<file path="config.mk">
export PLATFORM = sky130hd
export DESIGN_NAME = roman_numeral_encoder_unit
export DESIGN_NICKNAME = d
export VERILOG_FILES = /design/src/sv/rne_pkg.sv /design/src/sv/rne_front.sv /design/src/sv/rne_queue.sv /design/src/sv/rne_back.sv /design/src/sv/roman_numeral_encoder_unit.sv
export SDC_FILE = /design/constraint.sdc
export NUM_CORES = 1
export LEC_CHECK = 0
export BUFFER_PORTS_ARGS = -buffer_cell sky130_fd_sc_hd__buf_2
export CAP_MARGIN = 15
export CORE_MARGIN = 2
export CORE_UTILIZATION = 51
export CTS_BUF_LIST = sky130_fd_sc_hd__clkbuf_4 sky130_fd_sc_hd__clkbuf_8
export DETAILED_ROUTE_END_ITERATION = 12
export PLACE_DENSITY = 0.68
export SLEW_MARGIN = 20
export SYNTH_ARGS = -nofsm -noshare
export SYNTH_HDL_FRONTEND = slang
export SYNTH_SLANG_ARGS = --single-unit
</file>
<file path="constraint.sdc">
create_clock -name clk -period 11.2 [get_ports clk]
set_input_delay 0.56 -clock clk [delete_from_list [all_inputs] [get_ports clk]]
set_output_delay 0.56 -clock clk [all_outputs]
set_load 0.005 [all_outputs]
</file>
<file path="src/sv/rne_pkg.sv">
package rne_pkg;

    localparam int unsigned NumberWidth = 12;
    localparam int unsigned LetterWidth = 7;
    localparam int unsigned DigitCount  = 4;
    localparam int unsigned LenWidth    = 3;
    localparam logic [NumberWidth-1:0] NumberMax = 12'd3999;

    localparam logic [LetterWidth-1:0] LetterI    = 7'h49;
    localparam logic [LetterWidth-1:0] LetterV    = 7'h56;
    localparam logic [LetterWidth-1:0] LetterX    = 7'h58;
    localparam logic [LetterWidth-1:0] LetterL    = 7'h4C;
    localparam logic [LetterWidth-1:0] LetterC    = 7'h43;
    localparam logic [LetterWidth-1:0] LetterD    = 7'h44;
    localparam logic [LetterWidth-1:0] LetterM    = 7'h4D;
    localparam logic [LetterWidth-1:0] LetterNone = 7'h00;

    // Digit positions, most significant first.
    localparam logic [1:0] PosThousands = 2'd0;
    localparam logic [1:0] PosHundreds  = 2'd1;
    localparam logic [1:0] PosTens      = 2'd2;
    localparam logic [1:0] PosUnits     = 2'd3;

    typedef enum logic [1:0] {
        SYM_ONE  = 2'd0,
        SYM_FIVE = 2'd1,
        SYM_TEN  = 2'd2
    } sym_t;

    typedef struct packed {
        logic             range_error;
        logic             additive;
        logic [3:0][3:0]  digits;
    } entry_t;

    function automatic logic [LenWidth-1:0] digit_len(input logic [3:0] d, input logic add);
        logic [LenWidth-1:0] len;
        case (d)
            4'd1:    len = 3'd1;
            4'd2:    len = 3'd2;
            4'd3:    len = 3'd3;
            4'd4:    len = add ? 3'd4 : 3'd2;
            4'd5:    len = 3'd1;
            4'd6:    len = 3'd2;
            4'd7:    len = 3'd3;
            4'd8:    len = 3'd4;
            4'd9:    len = add ? 3'd5 : 3'd2;
            default: len = 3'd0;
        endcase
        return len;
    endfunction

    function automatic sym_t digit_sym(input logic [3:0] d, input logic add,
                                       input logic [LenWidth-1:0] k);
        sym_t sym;
        if (d == 4'd4) begin
            sym = (add || k == 3'd0) ? SYM_ONE : SYM_FIVE;
        end else if (d == 4'd9) begin
            if (add) begin
                sym = (k == 3'd0) ? SYM_FIVE : SYM_ONE;
            end else begin
                sym = (k == 3'd0) ? SYM_ONE : SYM_TEN;
            end
        end else if (d >= 4'd5) begin
            sym = (k == 3'd0) ? SYM_FIVE : SYM_ONE;
        end else begin
            sym = SYM_ONE;
        end
        return sym;
    endfunction

    function automatic logic [LetterWidth-1:0] roman_letter(input logic [1:0] pos, input sym_t sym);
        logic [LetterWidth-1:0] ch;
        case (pos)
            PosHundreds: begin
                case (sym)
                    SYM_FIVE: ch = LetterD;
                    SYM_TEN:  ch = LetterM;
                    default:  ch = LetterC;
                endcase
            end
            PosTens: begin
                case (sym)
                    SYM_FIVE: ch = LetterL;
                    SYM_TEN:  ch = LetterC;
                    default:  ch = LetterX;
                endcase
            end
            PosUnits: begin
                case (sym)
                    SYM_FIVE: ch = LetterV;
                    SYM_TEN:  ch = LetterX;
                    default:  ch = LetterI;
                endcase
            end
            default: ch = LetterM;
        endcase
        return ch;
    endfunction

endpackage

</file>
<file path="src/sv/rne_front.sv">
module rne_front (
    input  logic                         clk,
    input  logic                         rst_n,
    input  logic                         in_valid,
    output logic                         in_ready,
    input  logic [11:0]                  number,
    input  logic                         additive_form,
    output logic                         push_valid,
    input  logic                         push_ready,
    output rne_pkg::entry_t              push_data
);
    import rne_pkg::*;

    typedef enum logic [3:0] {
        F_IDLE = 4'b0001,
        F_HUND = 4'b0010,
        F_TENS = 4'b0100,
        F_PUSH = 4'b1000
    } front_state_t;

    front_state_t state_reg, state_next;
    entry_t       entry_reg, entry_next;
    logic [9:0]   rem_reg, rem_next;

    logic [2:0]   ge_th;
    logic [1:0]   th;
    logic [8:0]   ge_dec;
    logic [3:0]   dec;
    logic [9:0]   scale;
    logic         bad;

    assign in_ready   = (state_reg == F_IDLE);
    assign push_valid = (state_reg == F_PUSH);
    assign push_data  = entry_reg;

    always_comb
    begin
        bad   = (number == '0) || (number > NumberMax);
        ge_th = {number >= 12'd3000, number >= 12'd2000, number >= 12'd1000};
        th    = 2'($countones(ge_th));
        scale = (state_reg == F_HUND) ? 10'd100 : 10'd10;
        for (int k = 0; k < 9; k++)
        begin
            ge_dec[k] = rem_reg >= 10'((k + 1) * ((state_reg == F_HUND) ? 100 : 10));
        end
        dec = 4'($countones(ge_dec));
    end

    always_comb
    begin
        state_next = state_reg;
        entry_next = entry_reg;
        rem_next   = rem_reg;
        case (state_reg)
            F_IDLE:
            begin
                if (in_valid)
                begin
                    entry_next.range_error = bad;
                    entry_next.additive    = additive_form;
                    entry_next.digits      = '0;
                    if (bad)
                    begin
                        state_next = F_PUSH;
                    end
                    else
                    begin
                        entry_next.digits[PosThousands] = {2'b00, th};
                        case (th)
                            2'd1:    rem_next = 10'(number - 12'd1000);
                            2'd2:    rem_next = 10'(number - 12'd2000);
                            2'd3:    rem_next = 10'(number - 12'd3000);
                            default: rem_next = number[9:0];
                        endcase
                        state_next = F_HUND;
                    end
                end
            end
            F_HUND:
            begin
                entry_next.digits[PosHundreds] = dec;
                rem_next   = rem_reg - 10'(dec * scale);
                state_next = F_TENS;
            end
            F_TENS:
            begin
                entry_next.digits[PosTens]  = dec;
                entry_next.digits[PosUnits] = 4'(rem_reg - 10'(dec * scale));
                state_next = F_PUSH;
            end
            F_PUSH:
            begin
                if (push_ready)
                begin
                    state_next = F_IDLE;
                end
            end
            default:
            begin
                state_next = F_IDLE;
            end
        endcase
    end

    always_ff @(posedge clk or negedge rst_n)
    begin
        if (!rst_n)
        begin
            state_reg <= F_IDLE;
        end
        else
        begin
            state_reg <= state_next;
        end
    end

    always_ff @(posedge clk)
    begin
        entry_reg <= entry_next;
        rem_reg   <= rem_next;
    end

endmodule

</file>
<file path="src/sv/rne_queue.sv">
module rne_queue #(
    parameter int unsigned DEPTH = 2
) (
    input  logic            clk,
    input  logic            rst_n,
    input  logic            push_valid,
    output logic            push_ready,
    input  rne_pkg::entry_t push_data,
    output logic            pop_valid,
    input  logic            pop_ready,
    output rne_pkg::entry_t pop_data
);
    import rne_pkg::*;

    localparam int unsigned PtrWidth   = (DEPTH > 1) ? $clog2(DEPTH) : 1;
    localparam int unsigned CountWidth = $clog2(DEPTH + 1);

    entry_t                slots_reg [DEPTH];
    logic [PtrWidth-1:0]   wr_ptr_reg, wr_ptr_next;
    logic [PtrWidth-1:0]   rd_ptr_reg, rd_ptr_next;
    logic [CountWidth-1:0] count_reg, count_next;
    logic                  do_push;
    logic                  do_pop;

    assign push_ready = (count_reg != CountWidth'(DEPTH));
    assign pop_valid  = (count_reg != '0);
    assign pop_data   = slots_reg[rd_ptr_reg];
    assign do_push    = push_valid && push_ready;
    assign do_pop     = pop_valid && pop_ready;

    always_comb
    begin
        wr_ptr_next = wr_ptr_reg;
        rd_ptr_next = rd_ptr_reg;
        count_next  = count_reg;
        if (do_push)
        begin
            wr_ptr_next = (wr_ptr_reg == PtrWidth'(DEPTH - 1)) ? '0 : wr_ptr_reg + 1'b1;
        end
        if (do_pop)
        begin
            rd_ptr_next = (rd_ptr_reg == PtrWidth'(DEPTH - 1)) ? '0 : rd_ptr_reg + 1'b1;
        end
        if (do_push && !do_pop)
        begin
            count_next = count_reg + 1'b1;
        end
        else if (do_pop && !do_push)
        begin
            count_next = count_reg - 1'b1;
        end
    end

    always_ff @(posedge clk or negedge rst_n)
    begin
        if (!rst_n)
        begin
            wr_ptr_reg <= '0;
            rd_ptr_reg <= '0;
            count_reg  <= '0;
        end
        else
        begin
            wr_ptr_reg <= wr_ptr_next;
            rd_ptr_reg <= rd_ptr_next;
            count_reg  <= count_next;
        end
    end

    always_ff @(posedge clk)
    begin
        if (do_push)
        begin
            slots_reg[wr_ptr_reg] <= push_data;
        end
    end

endmodule

</file>
<file path="src/sv/rne_back.sv">
module rne_back (
    input  logic            clk,
    input  logic            rst_n,
    input  logic            pop_valid,
    output logic            pop_ready,
    input  rne_pkg::entry_t pop_data,
    output logic            out_valid,
    input  logic            out_ready,
    output logic [6:0]      letter,
    output logic            last,
    output logic            range_error
);
    import rne_pkg::*;

    entry_t                  entry_reg;
    logic                    busy_reg, busy_next;
    logic [1:0]              pos_reg, pos_next;
    logic [LenWidth-1:0]     idx_reg, idx_next;
    logic                    out_valid_reg, out_valid_next;
    logic [LetterWidth-1:0]  letter_reg, letter_next;
    logic                    last_reg, last_next;
    logic                    err_reg, err_next;

    logic [LenWidth-1:0]     lens [DigitCount];
    logic [LenWidth-1:0]     cur_len;
    logic                    later;
    logic [1:0]              after_pos;
    logic [1:0]              first_pos;
    logic                    emit;
    logic                    final_letter;
    logic                    load;

    assign out_valid   = out_valid_reg;
    assign letter      = letter_reg;
    assign last        = last_reg;
    assign range_error = err_reg;
    assign pop_ready   = !busy_reg;
    assign load        = pop_valid && !busy_reg;
    assign emit        = busy_reg && (!out_valid_reg || out_ready);

    always_comb
    begin
        for (int p = 0; p < DigitCount; p++)
        begin
            lens[p] = digit_len(entry_reg.digits[p], entry_reg.additive);
        end
        cur_len   = lens[pos_reg];
        later     = 1'b0;
        after_pos = pos_reg;
        first_pos = PosUnits;
        for (int q = DigitCount - 1; q >= 0; q--)
        begin
            if (2'(q) > pos_reg && lens[q] != '0)
            begin
                later     = 1'b1;
                after_pos = 2'(q);
            end
            if (digit_len(pop_data.digits[q], pop_data.additive) != '0)
            begin
                first_pos = 2'(q);
            end
        end
        final_letter = entry_reg.range_error || ((idx_reg == cur_len - 1'b1) && !later);
    end

    always_comb
    begin
        busy_next      = busy_reg;
        pos_next       = pos_reg;
        idx_next       = idx_reg;
        out_valid_next = out_valid_reg && !out_ready;
        letter_next    = letter_reg;
        last_next      = last_reg;
        err_next       = err_reg;
        if (load)
        begin
            busy_next = 1'b1;
            pos_next  = first_pos;
            idx_next  = '0;
        end
        else if (emit)
        begin
            out_valid_next = 1'b1;
            last_next      = final_letter;
            err_next       = entry_reg.range_error;
            if (entry_reg.range_error)
            begin
                letter_next = LetterNone;
            end
            else
            begin
                letter_next = roman_letter(pos_reg,
                    digit_sym(entry_reg.digits[pos_reg], entry_reg.additive, idx_reg));
            end
            if (final_letter)
            begin
                busy_next = 1'b0;
            end
            else if (idx_reg == cur_len - 1'b1)
            begin
                pos_next = after_pos;
                idx_next = '0;
            end
            else
            begin
                idx_next = idx_reg + 1'b1;
            end
        end
    end

    always_ff @(posedge clk or negedge rst_n)
    begin
        if (!rst_n)
        begin
            busy_reg      <= 1'b0;
            out_valid_reg <= 1'b0;
        end
        else
        begin
            busy_reg      <= busy_next;
            out_valid_reg <= out_valid_next;
        end
    end

    always_ff @(posedge clk)
    begin
        if (load)
        begin
            entry_reg <= pop_data;
        end
        pos_reg    <= pos_next;
        idx_reg    <= idx_next;
        letter_reg <= letter_next;
        last_reg   <= last_next;
        err_reg    <= err_next;
    end

endmodule

</file>
<file path="src/sv/roman_numeral_encoder_unit.sv">
// Roman numeral encoder.
// The input channel (in_valid, in_ready, number, additive_form) takes one
// integer per item; the output channel (out_valid, out_ready, letter, last,
// range_error) returns its numeral one ASCII letter per item, most
// significant digit first, with last set on the final letter.
// A number outside 1 to 3999 gives a single item with letter 0, last and
// range_error set.
// The front splits the number into decimal digits, thousands on acceptance,
// then hundreds, then tens and units, and places it in a queue of
// QUEUE_DEPTH entries; it takes no new number until it has pushed the last
// one, and it waits while the queue is full.
// The back loads a queue entry and then emits one letter per cycle while the
// receiver does not stall; a numeral has at most 18 letters, for 3999 in
// additive form.
// Reset empties the queue and drops any item in progress.
// When the receiver stalls, the output register holds its letter, the back
// waits, and the queue absorbs further numbers until full, then in_ready
// falls.
module roman_numeral_encoder_unit #(
    parameter int unsigned QUEUE_DEPTH = 2
) (
    input  logic        clk,
    input  logic        rst_n,
    input  logic        in_valid,
    output logic        in_ready,
    input  logic [11:0] number,
    input  logic        additive_form,
    output logic        out_valid,
    input  logic        out_ready,
    output logic [6:0]  letter,
    output logic        last,
    output logic        range_error
);
    import rne_pkg::*;

    logic   push_valid;
    logic   push_ready;
    entry_t push_data;
    logic   pop_valid;
    logic   pop_ready;
    entry_t pop_data;

    rne_front u_front (
        .clk           (clk),
        .rst_n         (rst_n),
        .in_valid      (in_valid),
        .in_ready      (in_ready),
        .number        (number),
        .additive_form (additive_form),
        .push_valid    (push_valid),
        .push_ready    (push_ready),
        .push_data     (push_data)
    );

    rne_queue #(
        .DEPTH (QUEUE_DEPTH)
    ) u_queue (
        .clk        (clk),
        .rst_n      (rst_n),
        .push_valid (push_valid),
        .push_ready (push_ready),
        .push_data  (push_data),
        .pop_valid  (pop_valid),
        .pop_ready  (pop_ready),
        .pop_data   (pop_data)
    );

    rne_back u_back (
        .clk         (clk),
        .rst_n       (rst_n),
        .pop_valid   (pop_valid),
        .pop_ready   (pop_ready),
        .pop_data    (pop_data),
        .out_valid   (out_valid),
        .out_ready   (out_ready),
        .letter      (letter),
        .last        (last),
        .range_error (range_error)
    );

endmodule

</file>
# Word level (Yosys, flattened, before mapping)
# Memories as Yosys holds them, arrays and structs flattened.
# Index checks and enable logic that the tools add are counted.
# Widths: inputs -> output; s select.
[word_totals]
regBits = 70
mem_bits_rw = 36
word_cells = 297
memories = 1
[memory_table]
columns = ["memory", "depth", "width", "rd", "rd_ports_with_merged_regs", "wr", "line_no", "rtl"]
rows = [
  ["u_queue.slots_reg", 2, 18, 1, 0, 1, "rne_queue.sv:18", "entry_t slots_reg [DEPTH];"],
]
[op_classes]
add_sub_neg = 20
n_mul = 6
order_cmp = 20
eq_ne = 83
n_mux = 71
bitwise_logic = 3
reduce_logical = 68
[op_table]
columns = ["op", "n"]
rows = [
  ["$pmux 3 s6", 7],
  ["$eq 4x3->1 const B", 30],
  ["$ge 10x10->1", 9],
  ["$eq 4x4->1 const B", 16],
  ["$mul 4x32->10 const A", 2],
  ["$eq 4x2->1 const B", 15],
  ["$mux 2", 21],
  ["$reduce_or 2->1", 21],
  ["$eq 4x1->1 const B", 8],
  ["$mul 3x32->10 const A", 1],
  ["$mul 3x32->9 const A", 1],
  ["$mul 5x32->10 const A", 1],
  ["$pmux 10 s3", 1],
  ["$sub 10x10->10 const B", 3],
  ["$mux 3", 7],
  ["$pmux 7 s3", 1],
  ["$reduce_bool 3->1", 7],
  ["$mux 10", 2],
  ["$pmux 10 s2", 1],
  ["$pmux 5 s2", 2],
  ["$mux 1", 16],
  ["$mux 16", 1],
  ["$mux 4", 4],
  ["$pmux 4 s2", 2],
  ["41 further kinds", 92],
]

# Longest topological paths before layout
# Gate-level depths: netlist of run 1.
[logic_depth]
word_depth = 15
mapped_depth = 33
depth_no_buf = 32

# Hierarchy
# A second synthesis of run 1 with hierarchy kept.
[hier_totals]
hier_cells = 637
hier_area_um2 = 6797.8
[modules_own_cells]
columns = ["module", "n_inst", "cells_per_inst", "area_per_inst_um2", "seq_area_each_um2"]
rows = [
  ["rne_front", 1, 359, 3249.4, 882.1],
  ["rne_back", 1, 204, 2005.7, 950.9],
  ["rne_queue", 1, 74, 1542.7, 1181.1],
]

# Least setup slack after synthesis of run 1
# OpenSTA, ideal clock, no wires.
[synth_timing]
path_type = "reg2reg"
startpoint = "reg u_front.state_reg[0]"
endpoint = "reg u_front.rem_reg[9] (data pin)"
setup_ps = 285
t_arrival_ps = 6890
t_required_ps = 10915
path_slack_ps = 4025
stages_incl_launch_ff = 33
cell_sequence = "dfstp_2 nand3b_1 clkbuf_1 ha_1 inv_1 o21ai_0 a31oi_1 o21bai_1 a21o_1 a21oi_1 o211ai_1 ha_1 fa_1 inv_1 fa_1 inv_1 ha_1 fa_1 nand2_1 nand2_1 ha_1 nand2b_1 fa_1 inv_1 fa_1 inv_1 ha_1 and3_1 a21oi_1 a31oi_1 a21oi_1 xnor2_1 o21ai_0"
[synth_via]
elab_chain_cells = 11
elab_cells_between_ends = 29
[synth_rtl]
columns = ["element", "line_no", "rtl"]
rows = [
  ["start: declaration", "rne_front.sv:21", "front_state_t state_reg, state_next;"],
  ["start signal: assignment", "rne_front.sv:113", "state_reg <= state_next;"],
  ["$eq 4x2->1", "rne_front.sv:41, rne_front.sv:44, rne_front.sv:54", ""],
  ["$mux 7", "rne_front.sv:41, rne_front.sv:44", ""],
  ["$mul 3x32->10 (tied with other cells)", "rne_front.sv:44", "ge_dec[k] = rem_reg >= 10'((k + 1) * ((state_reg == F_HUND) ? 100 : 10));"],
  ["$ge 10x10->1", "rne_front.sv:44", ""],
  ["$add 1x1->2 (implied by the code)", "rne_front.sv:46", "dec = 4'($countones(ge_dec));"],
  ["$add 4x4->4 (implied by the code) (2 in series)", "rne_front.sv:46", ""],
  ["$add 4x1->4 (implied by the code)", "rne_front.sv:46", ""],
  ["$mul 4x10->10", "rne_front.sv:82", "rem_next = rem_reg - 10'(dec * scale);"],
  ["$sub 10x10->10", "rne_front.sv:82", ""],
  ["$pmux 10 s2 *", "rne_front.sv:54", "case (state_reg)"],
  ["named net u_front.rem_next[9]", "rne_front.sv:23", "logic [9:0] rem_reg, rem_next;"],
  ["end signal: assignment", "rne_front.sv:120", "rem_reg <= rem_next;"],
  ["end: declaration", "rne_front.sv:23", ""],
]
# The timed path passes the listed nets; every way through them passes the cells marked *.
# A chain may end at the register's enable or synchronous reset.

# Final worst setup path of run 1
[layout_timing]
startpoint = "reg u_front.state_reg[0]"
endpoint = "reg u_front.rem_reg[7] (data pin)"
# Same word-level chain as after synthesis.

==> out/qor.yml, run 1 <==
status: "finished clean"
postSynthAreaPerCell_sq_um: 10.6
start_util_pct: 51.7
cp-startpoint: "u_front.state_reg[0]$_DFFE_PN1P_"
clockBufferDepth: 2
ys_warn_count: 0
cp_data_required_time_ns: 11.28
grt_pass1_vias: 4263
synth_edf_count: 84
setup_viol: 0
gr-total-overflow: 0
chipWidth_um: 117
hp-class: "input port to asynchronous set/reset pin"
drc: 0
slew_viol_final: 0
synth_ff_type: "edfxtp_1"
critPathMaxStageDelay_ns: 0.55
clkLatencyLatePin_ns: 0.38
dieArea_sq_um: 13600
ys_seq_area_share_pct: 43.8
reg2reg_from: "u_front.state_reg[0]$_DFFE_PN1P_"
cts_made_buffers: 9
ant_nets: 0
port_buffers: 26
slew_headroom_pct: 42.4
htreeDepth: 3
setup.worst_path.end: "u_front.rem_reg[7]$_DFFE_PP_"
boundaryPins: 28
coreArea_sq_um: 12500
antenna_found_initial: 0
cts_root_buffer: "clkbuf_8"
post-route-min-period_ns: 7.60
crit_buf_inv: 6
postCtsSetupRepairBufs: 0
dp_hpwl_mm: 9.52
yosys.cell_count.top_type: "edfxtp_1"
cpLargestDelayFamily: "adder cells"
vias: 4447
die_h_um: 117
drive_gt1_share_pct: 12.6
drtPass1Iterations: 5
holdBufCountCts: 0
netlist_area_sq_um: 6470
cp.depth: 29
tightest_slew_ns: 0.861
r2r_cells: 29
cts_resized: 0
period_share_pct: 67.8
synth_cells: 610
worst_clock_skew_ns: 0.0179
reg2reg_to: "u_front.rem_reg[7]$_DFFE_PP_"
ys_ff_latch: 97
clock_sinks: 97
area_delta_synth_final_pct: 7.31
yosys.area.top_type: "edfxtp_1"
cp-end-kind: "flop"
wl_per_cell_um: 15.2
synth.distinct_cells: 74
grt_pass1_wl_mm: 20.2
layout.nets: 722
synth_top_area_share_pct: 39.0
r2r_slack_ns: 3.60
rsz0062_at_grt: "no"
viasPerCell: 5.50
crit_slowest_cell: "dfstp_2"
grt_usage_pct: 19.1
fmax_mhz: 132
largest_reg_flops: 32
ys_async_sr_fraction_pct: 10.3
fin_setup_tns_ns: 0
hold_viol: 0
synth_commonest_cells: "84 x edfxtp_1, 68 x inv_1, 60 x ha_1"
row_count: 41
antennaDiodeCount: 0
routabilityCongestion: 0.831
maxCapViolations: 0
drtIter0Drc: 256
clk_pin_slew_ns: 0.11
cts_tree: "yes"
arrival_ns: 7.68
crit_fanout: 26
drt_wl_total_mm: 12.3
grt_max_degree: 27
synth_area_leaders: "edfxtp_1 39%, ha_1 12%, fa_1 4.3%"
path_class: "flop to flop"
cp-start-kind: "flop"
per-stage QoR:
| stage | hold WS (ns) | util, % | worst slack [ns] | cell area [sq um] | instances |
|---|---|---|---|---|---|
| CTS | 0.0138 | 55.4 | 3.62 | 6940 | 808 |
| detailed placement | 0.429 | 53.9 | 3.69 | 6750 | 792 |
| global route | 0.0205 | 55.4 | 3.01 | 6940 | 808 |
| global placement | 0.422 | 53.9 | 3.75 | 6750 | 792 |
| finish | 0.0163 | 55.4 | 3.60 | 6940 | 808 |
| floorplan | 0.264 | - | 4.03 | 6470 | 611 |
routing by layer:
| layer | track usage (%) | vias up | part of all wire (%) |
|---|---|---|---|
| met2 | 35.5 | 73 | 53 |
| met4 | 8.31 | 0 | 2.5 |
| met1 | 22.0 | 2125 | 42 |
| met3 | 2.59 | 24 | 2.3 |
| met5 | 0 | - | 0 |
| li1 | - | 2225 | - |
layout by cell type (no fill, tap or decap), types with 7 or more instances in the layout:
cell type / n
a21oi_1: 29
buf_2: 26
clkbuf_8: 10
dfrtp_1: 9
edfxtp_1: 84
fa_1: 14
ha_1: 60
inv_1: 68
mux2_2: 19
nand2_1: 37
nand2b_1: 11
nand3_1: 10
nor2_1: 54
nor2b_1: 7
nor3_1: 8
o21a_1: 8
o21ai_0: 27
xnor2_1: 18
xor2_1: 10
final cells by class:
type	count	area (sq um)
Clock inverter	6	56.3
Tap cell	172	215
Multi-Input combinational cell	427	3300
Clock buffer	10	138
Timing Repair Buffer	28	145
Inverter	68	255
Fill cell	1130	5580
Sequential cell	97	2830
logic make-up (layout without fill, tap and decap cells):
logic type | count (synthesis) | count (layout) | share of synthesized area [%]
compound gates | 125 | 125 | 13.2
other cells | 1 | 2 | 0.0580
buf+inv | 87 | 112 | 5.28
mux | 23 | 23 | 4.12
xor+xnor | 29 | 29 | 4.04
simple gates | 174 | 174 | 13.6
fa+ha+maj | 74 | 74 | 15.9
flops | 97 | 97 | 43.8
worst min-delay path by stage:
stage	startpoint	endpoint	slack [ns]
final	rst_n	u_queue.count_reg[1]$_DFFE_PN0P_	0.02
after global routing	rst_n	u_back.out_valid$_DFF_PN0_	0.02
after floorplan	rst_n	u_back.busy_reg$_DFFE_PN0P_	0.26
after global placement	u_front.push_data[7]$_DFFE_PP_	u_queue.slots_reg[0][5]$_DFFE_PP_	0.42
after detailed placement	u_front.push_data[15]$_DFFE_PP_	u_queue.slots_reg[0][13]$_DFFE_PP_	0.43
after CTS	rst_n	u_back.busy_reg$_DFFE_PN0P_	0.01
Power of run 1 is not shown: default switching activity piles up to over one toggle a cycle in this logic, so the estimate is an artifact.
==> inputs of run 2 (changes only) <==
- ABC_AREA: unset -> 1
- PLACE_DENSITY: 0.68 -> 0.71
- clock period: 11.2 -> 6.55 ns (I/O delays scaled with it)
==> run 2 against run 1 <==
The flow now finishes with violations (negative setup slack). Final cell count grew 22%. Utilization grew 5.6 points. Sequential share of layout area down 3.9 points. Hold slack improved by 0.13 ns. Setup slack worse by 3.7 ns. Largest cell class unchanged.
==> out/qor.yml, run 2 <==
status: "complete, but fails checks"
violations: "negative setup slack"
synth_commonest_cells: "140 x nand2_1, 126 x inv_1, 84 x edfxtp_1"
dp_hpwl_mm: 11.4  # +19%
drt_wl_total_mm: 14.3  # +17%
worst_clock_skew_ns: 0.0138  # -0.00417 ns
layout.nets: 901  # +25%
cp-startpoint: "u_front.state_reg[3]$_DFFE_PN0P_"
cts_made_buffers: 9  # unchanged
maxCapViolations: 0  # unchanged
min-delay-start: "additive_form"
hp-class: "input port to flop"
slew_viol_final: 0  # unchanged
antennaDiodeCount: 0  # unchanged
ys_warn_count: 0  # unchanged
synth_ff_type: "edfxtp_1"
top_layer_used: "met4"
rsz0062_at_grt: "yes"
met3_length_um: 408  # +43%
grt_pass1_wl_mm: 23.9  # +19%
port_buffers: 26  # unchanged
synth.distinct_cells: 50  # -32%
critPathMaxStageDelay_ns: 0.55  # about the same
final_cell_mix: "134 x nand2_1, 109 x inv_1, 84 x edfxtp_1"
ant_nets: 0  # unchanged
period_share_pct: 101  # +33 points
largest_reg_flops: 32  # unchanged
area_delta_synth_final_pct: 17.1
slew_headroom_pct: 26.7  # -16 points
post-route-min-period_ns: 6.60  # -0.995 ns
synth_area_leaders: "edfxtp_1 38%, ha_1 11%, nand2_1 8.0%"
cts_tree: "yes"
grt_max_degree: 28  # +3.7%
drc: 0  # unchanged
ys_async_sr_fraction_pct: 10.3  # unchanged
setup_slack_ns: -0.0508  # -3.66 ns
drtIter0Drc: 388  # +52%
drive_gt1_share_pct: 18.9  # +6.3 points
tightest_slew_ns: 1.10  # +0.239 ns
synth_cells: 746  # +22%
cp_common_cell: "inv_2"
clk_pin_slew_ns: 0.10  # about the same
grt_usage_pct: 21.1  # +2.0 points
wl_met1_mm: 5.77  # +11%
netlist_area_sq_um: 6560  # +1.4%
drtPass1Iterations: 5  # unchanged
yosys.area.top_type: "edfxtp_1"
yosys.cell_count.top_type: "nand2_1"
synth_top_area_share_pct: 38.5  # -0.54 points
fmax_mhz: 151  # +15%
reg2reg_from: "u_front.state_reg[3]$_DFFE_PN0P_"
viasPerCell: 5.34  # -3.0%
htreeDepth: 3  # unchanged
boundaryPins: 28  # unchanged
die_h_um: 117  # +0.67%
gr-total-overflow: 0  # unchanged
wl_per_cell_um: 14.5  # -4.5%
vias: 5269  # +18%
ys_ff_latch: 97  # unchanged
start_util_pct: 52.2  # +0.51 points
crit_fanout: 27  # +3.8%
ys_seq_area_share_pct: 43.2  # -0.60 points
clockBufferDepth: 2  # unchanged
layout_commonest_cell: "nand2_1"
postSynthAreaPerCell_sq_um: 8.79  # -17%
cts_root_buffer: "clkbuf_8"
clkLatencyLatePin_ns: 0.37  # about the same
coreArea_sq_um: 12600  # +0.41%
grt_pass1_vias: 5300  # +24%
chipWidth_um: 117  # +0.67%
cp_data_required_time_ns: 6.67  # -4.61 ns
cp-start-kind: "flop"
hold_viol: 0  # unchanged
final_util_pct: 61.1  # +5.6 points
routabilityCongestion: 0.874  # +5.2%
arrival_ns: 6.72  # -0.96 ns
dieArea_sq_um: 13800  # +1.3%
wl_met2_mm: 7.79  # +20%
crit_slowest_cell: "fa_1"
antenna_found_initial: 0  # unchanged
clock_sinks: 97  # unchanged
row_count: 41  # unchanged
synth_edf_count: 84  # unchanged
path_class: "flop to flop"
setup_viol: 1  # +1
cp-end-kind: "flop"
==> run 2: path summary, 6_finish.rpt <==
path / endpoint / slack (ns) / depth (start not counted)
worst max-delay path: u_front.rem_reg[8]$_DFFE_PP_ / -0.05 / 35
worst min-delay path: u_front.push_data[16]$_DFFE_PP_ / 0.15 / 1
worst max register to register: u_front.rem_reg[8]$_DFFE_PP_ / -0.05 / 35
worst min register to register: u_queue.slots_reg[0][7]$_DFFE_PP_ / 0.45 / 0
max in group asynchronous: u_front.state_reg[0]$_DFFE_PN1P_ / 5.92 / 2
min in group asynchronous: u_queue.count_reg[1]$_DFFE_PN0P_ / 0.35 / 2
==> run 2: per-stage QoR <==
step	cells	instance area [sq um]	hold WS, ns	setup TNS (ns)	setup WS, ns
after global placement	965	7180	0.200	-0.206	-0.109
after CTS	986	7580	0.129	-0.0356	-0.0225
after detailed placement	965	7180	0.212	-0.816	-0.276
after floorplan	747	6670	0.0319	-0.580	-0.237
after global routing	987	7680	0.133	-1.56	-0.402
final	987	7680	0.150	-0.0508	-0.0508
==> run 2: layer usage <==
metal  vias up  track usage (%)
met5         -                0
met3        29             3.06
li1       2631                -
met1      2502             23.7
met4         0             8.06
met2       107             40.1
==> run 2: cell type report <==
type | count | area [sq um]
clock buffer | 9 | 124
inverter | 130 | 495
clock inverter | 7 | 95.1
multi-input combinational | 511 | 3500
fill | 1068 | 4890
sequential | 97 | 2830
timing repair inverter | 1 | 7.51
tap | 172 | 215
timing repair buffer | 60 | 404
==> run 2: worst max-delay path: cells and delay by family, from the launching register on <==
kind,cells,cell delay (ns)
AOI/OAI and AO/OA,5,0.59
adders and majority gates,10,3.61
and+or+nand+nor,9,0.72
buffers and inverters,11,1.03
DFF,1,0.40
==> run 2: logic make-up (layout without fill, tap and decap cells) <==
family,Yosys count,after routing,share of synthesized area (%)
and+or+nand+nor,284,284,18.3
muxes,1,1,0.153
other,1,2,0.0572
buffers and inverters,139,207,8.07
DFF,97,97,43.2
xor gates and xnor gates,20,20,2.67
adders and majority gates,74,74,15.7
AOI/OAI and AO/OA,130,130,11.8
==> run 2: timing repair <==
action / 4_1_cts / 5_1_grt
hold buffers: 1 / 0
pin swaps: 37 / 13
buffers inserted: 3 / 1
gates resized for setup: 28 / 25
gates cloned: 1 / 0
setup endpoints to repair: 5 / 7
endpoints found under the hold margin: 9 / 0
Power of run 2 is left out for the same reason.
==> inputs of run 3 (changes only) <==
- RECOVER_POWER: unset -> 50
==> run 3 against run 2 <==
Count of clock-buffer cells in the layout is the same. Sequential share of layout area is essentially flat. The run still ends with negative setup slack left. Design area is essentially flat. Wire length is the same. Global-route usage is the same. Flip-flop and latch count is the same. Critical endpoint unchanged. Register-to-register slack is essentially flat. Critical path type unchanged. Largest cell class unchanged. Die area is the same. Final cell count is the same. First-iteration DRC count is the same.
==> out/qor.yml, run 3 (synthesis gave the netlist of run 2 again) <==
cp-end-kind: "flop"
post-route-min-period_ns: 6.60  # +0.0000133 ns
clkLatencyLatePin_ns: 0.37  # about the same
gr-total-overflow: 0  # unchanged
cpLargestDelayFamily: "adder cells"
start_util_pct: 52.2  # unchanged
r2r_cells: 35  # unchanged
worst_clock_skew_ns: 0.0138  # unchanged
hold_viol: 0  # unchanged
antennaDiodeCount: 0  # unchanged
violations: "negative setup slack"
cp_data_required_time_ns: 6.67  # about the same
critPathMaxStageDelay_ns: 0.55  # about the same
min-delay-start: "additive_form"
reg2reg_to: "u_front.rem_reg[8]$_DFFE_PP_"
ant_nets: 0  # unchanged
drt_wl_total_mm: 14.3  # unchanged
reg2reg_from: "u_front.state_reg[3]$_DFFE_PN0P_"
drtIter0Drc: 388  # unchanged
status: "complete, but fails checks"
routabilityCongestion: 0.874  # unchanged
boundaryPins: 28  # unchanged
cp-start-kind: "flop"
min_to: "u_front.push_data[16]$_DFFE_PP_"
layout_commonest_cell: "nand2_1"
hold_depth: 1  # unchanged
arrival_ns: 6.72  # about the same
area_delta_synth_final_pct: 17.1  # about the same
clk_pin_slew_ns: 0.10  # about the same
drtPass1Iterations: 5  # unchanged
cts_root_buffer: "clkbuf_8"
largest_reg_flops: 32  # unchanged
port_buffers: 26  # unchanged
grt_usage_pct: 21.1  # unchanged
viasPerCell: 5.34  # unchanged
crit_slowest_cell: "fa_1"
layout.nets: 901  # unchanged
grt_max_degree: 28  # unchanged
die_h_um: 117  # unchanged
slew_headroom_pct: 26.7  # unchanged
clock_sinks: 97  # unchanged
row_count: 41  # unchanged
clockBufferDepth: 2  # unchanged
tightest_slew_ns: 1.10  # unchanged
coreArea_sq_um: 12600  # unchanged
final_cell_mix: "134 x nand2_1, 109 x inv_1, 84 x edfxtp_1"
slew_viol_final: 0  # unchanged
cts_tree: "yes"
vias: 5269  # unchanged
crit_fanout: 27  # unchanged
fillers: 1069  # +0.094%
fmax_mhz: 151  # unchanged
chipWidth_um: 117  # unchanged
path_class: "flop to flop"
rsz0062_at_grt: "yes"
hp-class: "input port to flop"
cp_common_cell: "inv_2"
drive_gt1_share_pct: 18.8  # -0.12 points
drc: 0  # unchanged
period_share_pct: 101  # about the same
setup_viol: 1  # unchanged
antenna_found_initial: 0  # unchanged
dp_hpwl_mm: 11.4  # unchanged
cts_made_buffers: 9  # unchanged
dieArea_sq_um: 13800  # unchanged
htreeDepth: 3  # unchanged
crit_buf_inv: 11  # unchanged
maxCapViolations: 0  # unchanged
r2r_slack_ns: -0.05  # about the same
grt_pass1_wl_mm: 23.9  # unchanged
setup_slack_ns: -0.0509  # -0.0000133 ns
grt_pass1_vias: 5300  # unchanged
wl_per_cell_um: 14.5  # unchanged
fin_setup_tns_ns: -0.0509  # -0.0000133 ns
## run 3: cell count changes in the layout (fill, tap and decap cells not counted), sizes merged
cell / change
buf: -1
clkbuf: +1
## run 3: how the worst max path moves through the flow
stage / from / to / slack, ns / depth (start not counted)
after detailed placement: u_front.state_reg[2]$_DFFE_PN0P_ / u_front.rem_reg[8]$_DFFE_PP_ / -0.28 / 35
after CTS: u_front.state_reg[3]$_DFFE_PN0P_ / u_front.rem_reg[8]$_DFFE_PP_ / -0.02 / 42
final: u_front.state_reg[3]$_DFFE_PN0P_ / u_front.rem_reg[8]$_DFFE_PP_ / -0.05 / 35
after floorplan: u_front.state_reg[3]$_DFFE_PN0P_ / u_front.rem_reg[8]$_DFFE_PP_ / -0.24 / 42
after global routing: u_front.state_reg[3]$_DFFE_PN0P_ / u_front.rem_reg[8]$_DFFE_PP_ / -0.40 / 42
after global placement: u_front.state_reg[2]$_DFFE_PN0P_ / u_front.rem_reg[8]$_DFFE_PP_ / -0.11 / 37
## run 3: repair_timing
action	in CTS	in global routing
setup buffers	3	1
gates resized for setup	28	25
endpoints found under the setup margin	5	7
gates cloned	1	0
pin swaps	37	13
hold buffers	1	0
endpoints found under the hold margin	9	0
## run 3: worst register-to-register path, delay by kind of cell (launching register included)
kind                       cells  cell delay, ns
adders and majority gates     10            3.62
DFF                            1            0.40
AOI/OAI and AO/OA              5            0.59
and+or+nand+nor                9            0.72
buffers and inverters         11            1.04
## run 3: area by class of cell
cell class | instances | area [sq um] | share of cell area [%]
multi-input cells | 511 | 3500 | 45.6
repair buffers | 60 | 403 | 5.25
inverters | 130 | 495 | 6.45
clock inverters | 7 | 95.1 | 1.24
repair inverters | 1 | 7.51 | 0.0978
clock buffers | 9 | 124 | 1.61
flip-flops and latches | 97 | 2830 | 36.9
well taps | 172 | 215 | 2.80
## run 3: per-layer routing
layer,vias up,wire (um),GRT usage (%)
li1,2631,-,-
met1,2502,5770,23.7
met2,107,7790,40.1
met3,29,408,3.06
met4,0,375,8.06
met5,-,0,0
## run 3: through the flow
step,hold WS [ns],util [%],instances,area [sq um],setup slack (ns)
2_1_floorplan,0.0319,-,747,6670,-0.237
3_3_place_gp,0.200,57.1,965,7180,-0.109
3_5_place_dp,0.212,57.1,965,7180,-0.276
4_1_cts,0.129,60.3,986,7580,-0.0225
5_1_grt,0.133,61.1,987,7680,-0.402
6_report,0.150,61.1,987,7680,-0.0509
Power of run 3 is left out for the same reason.
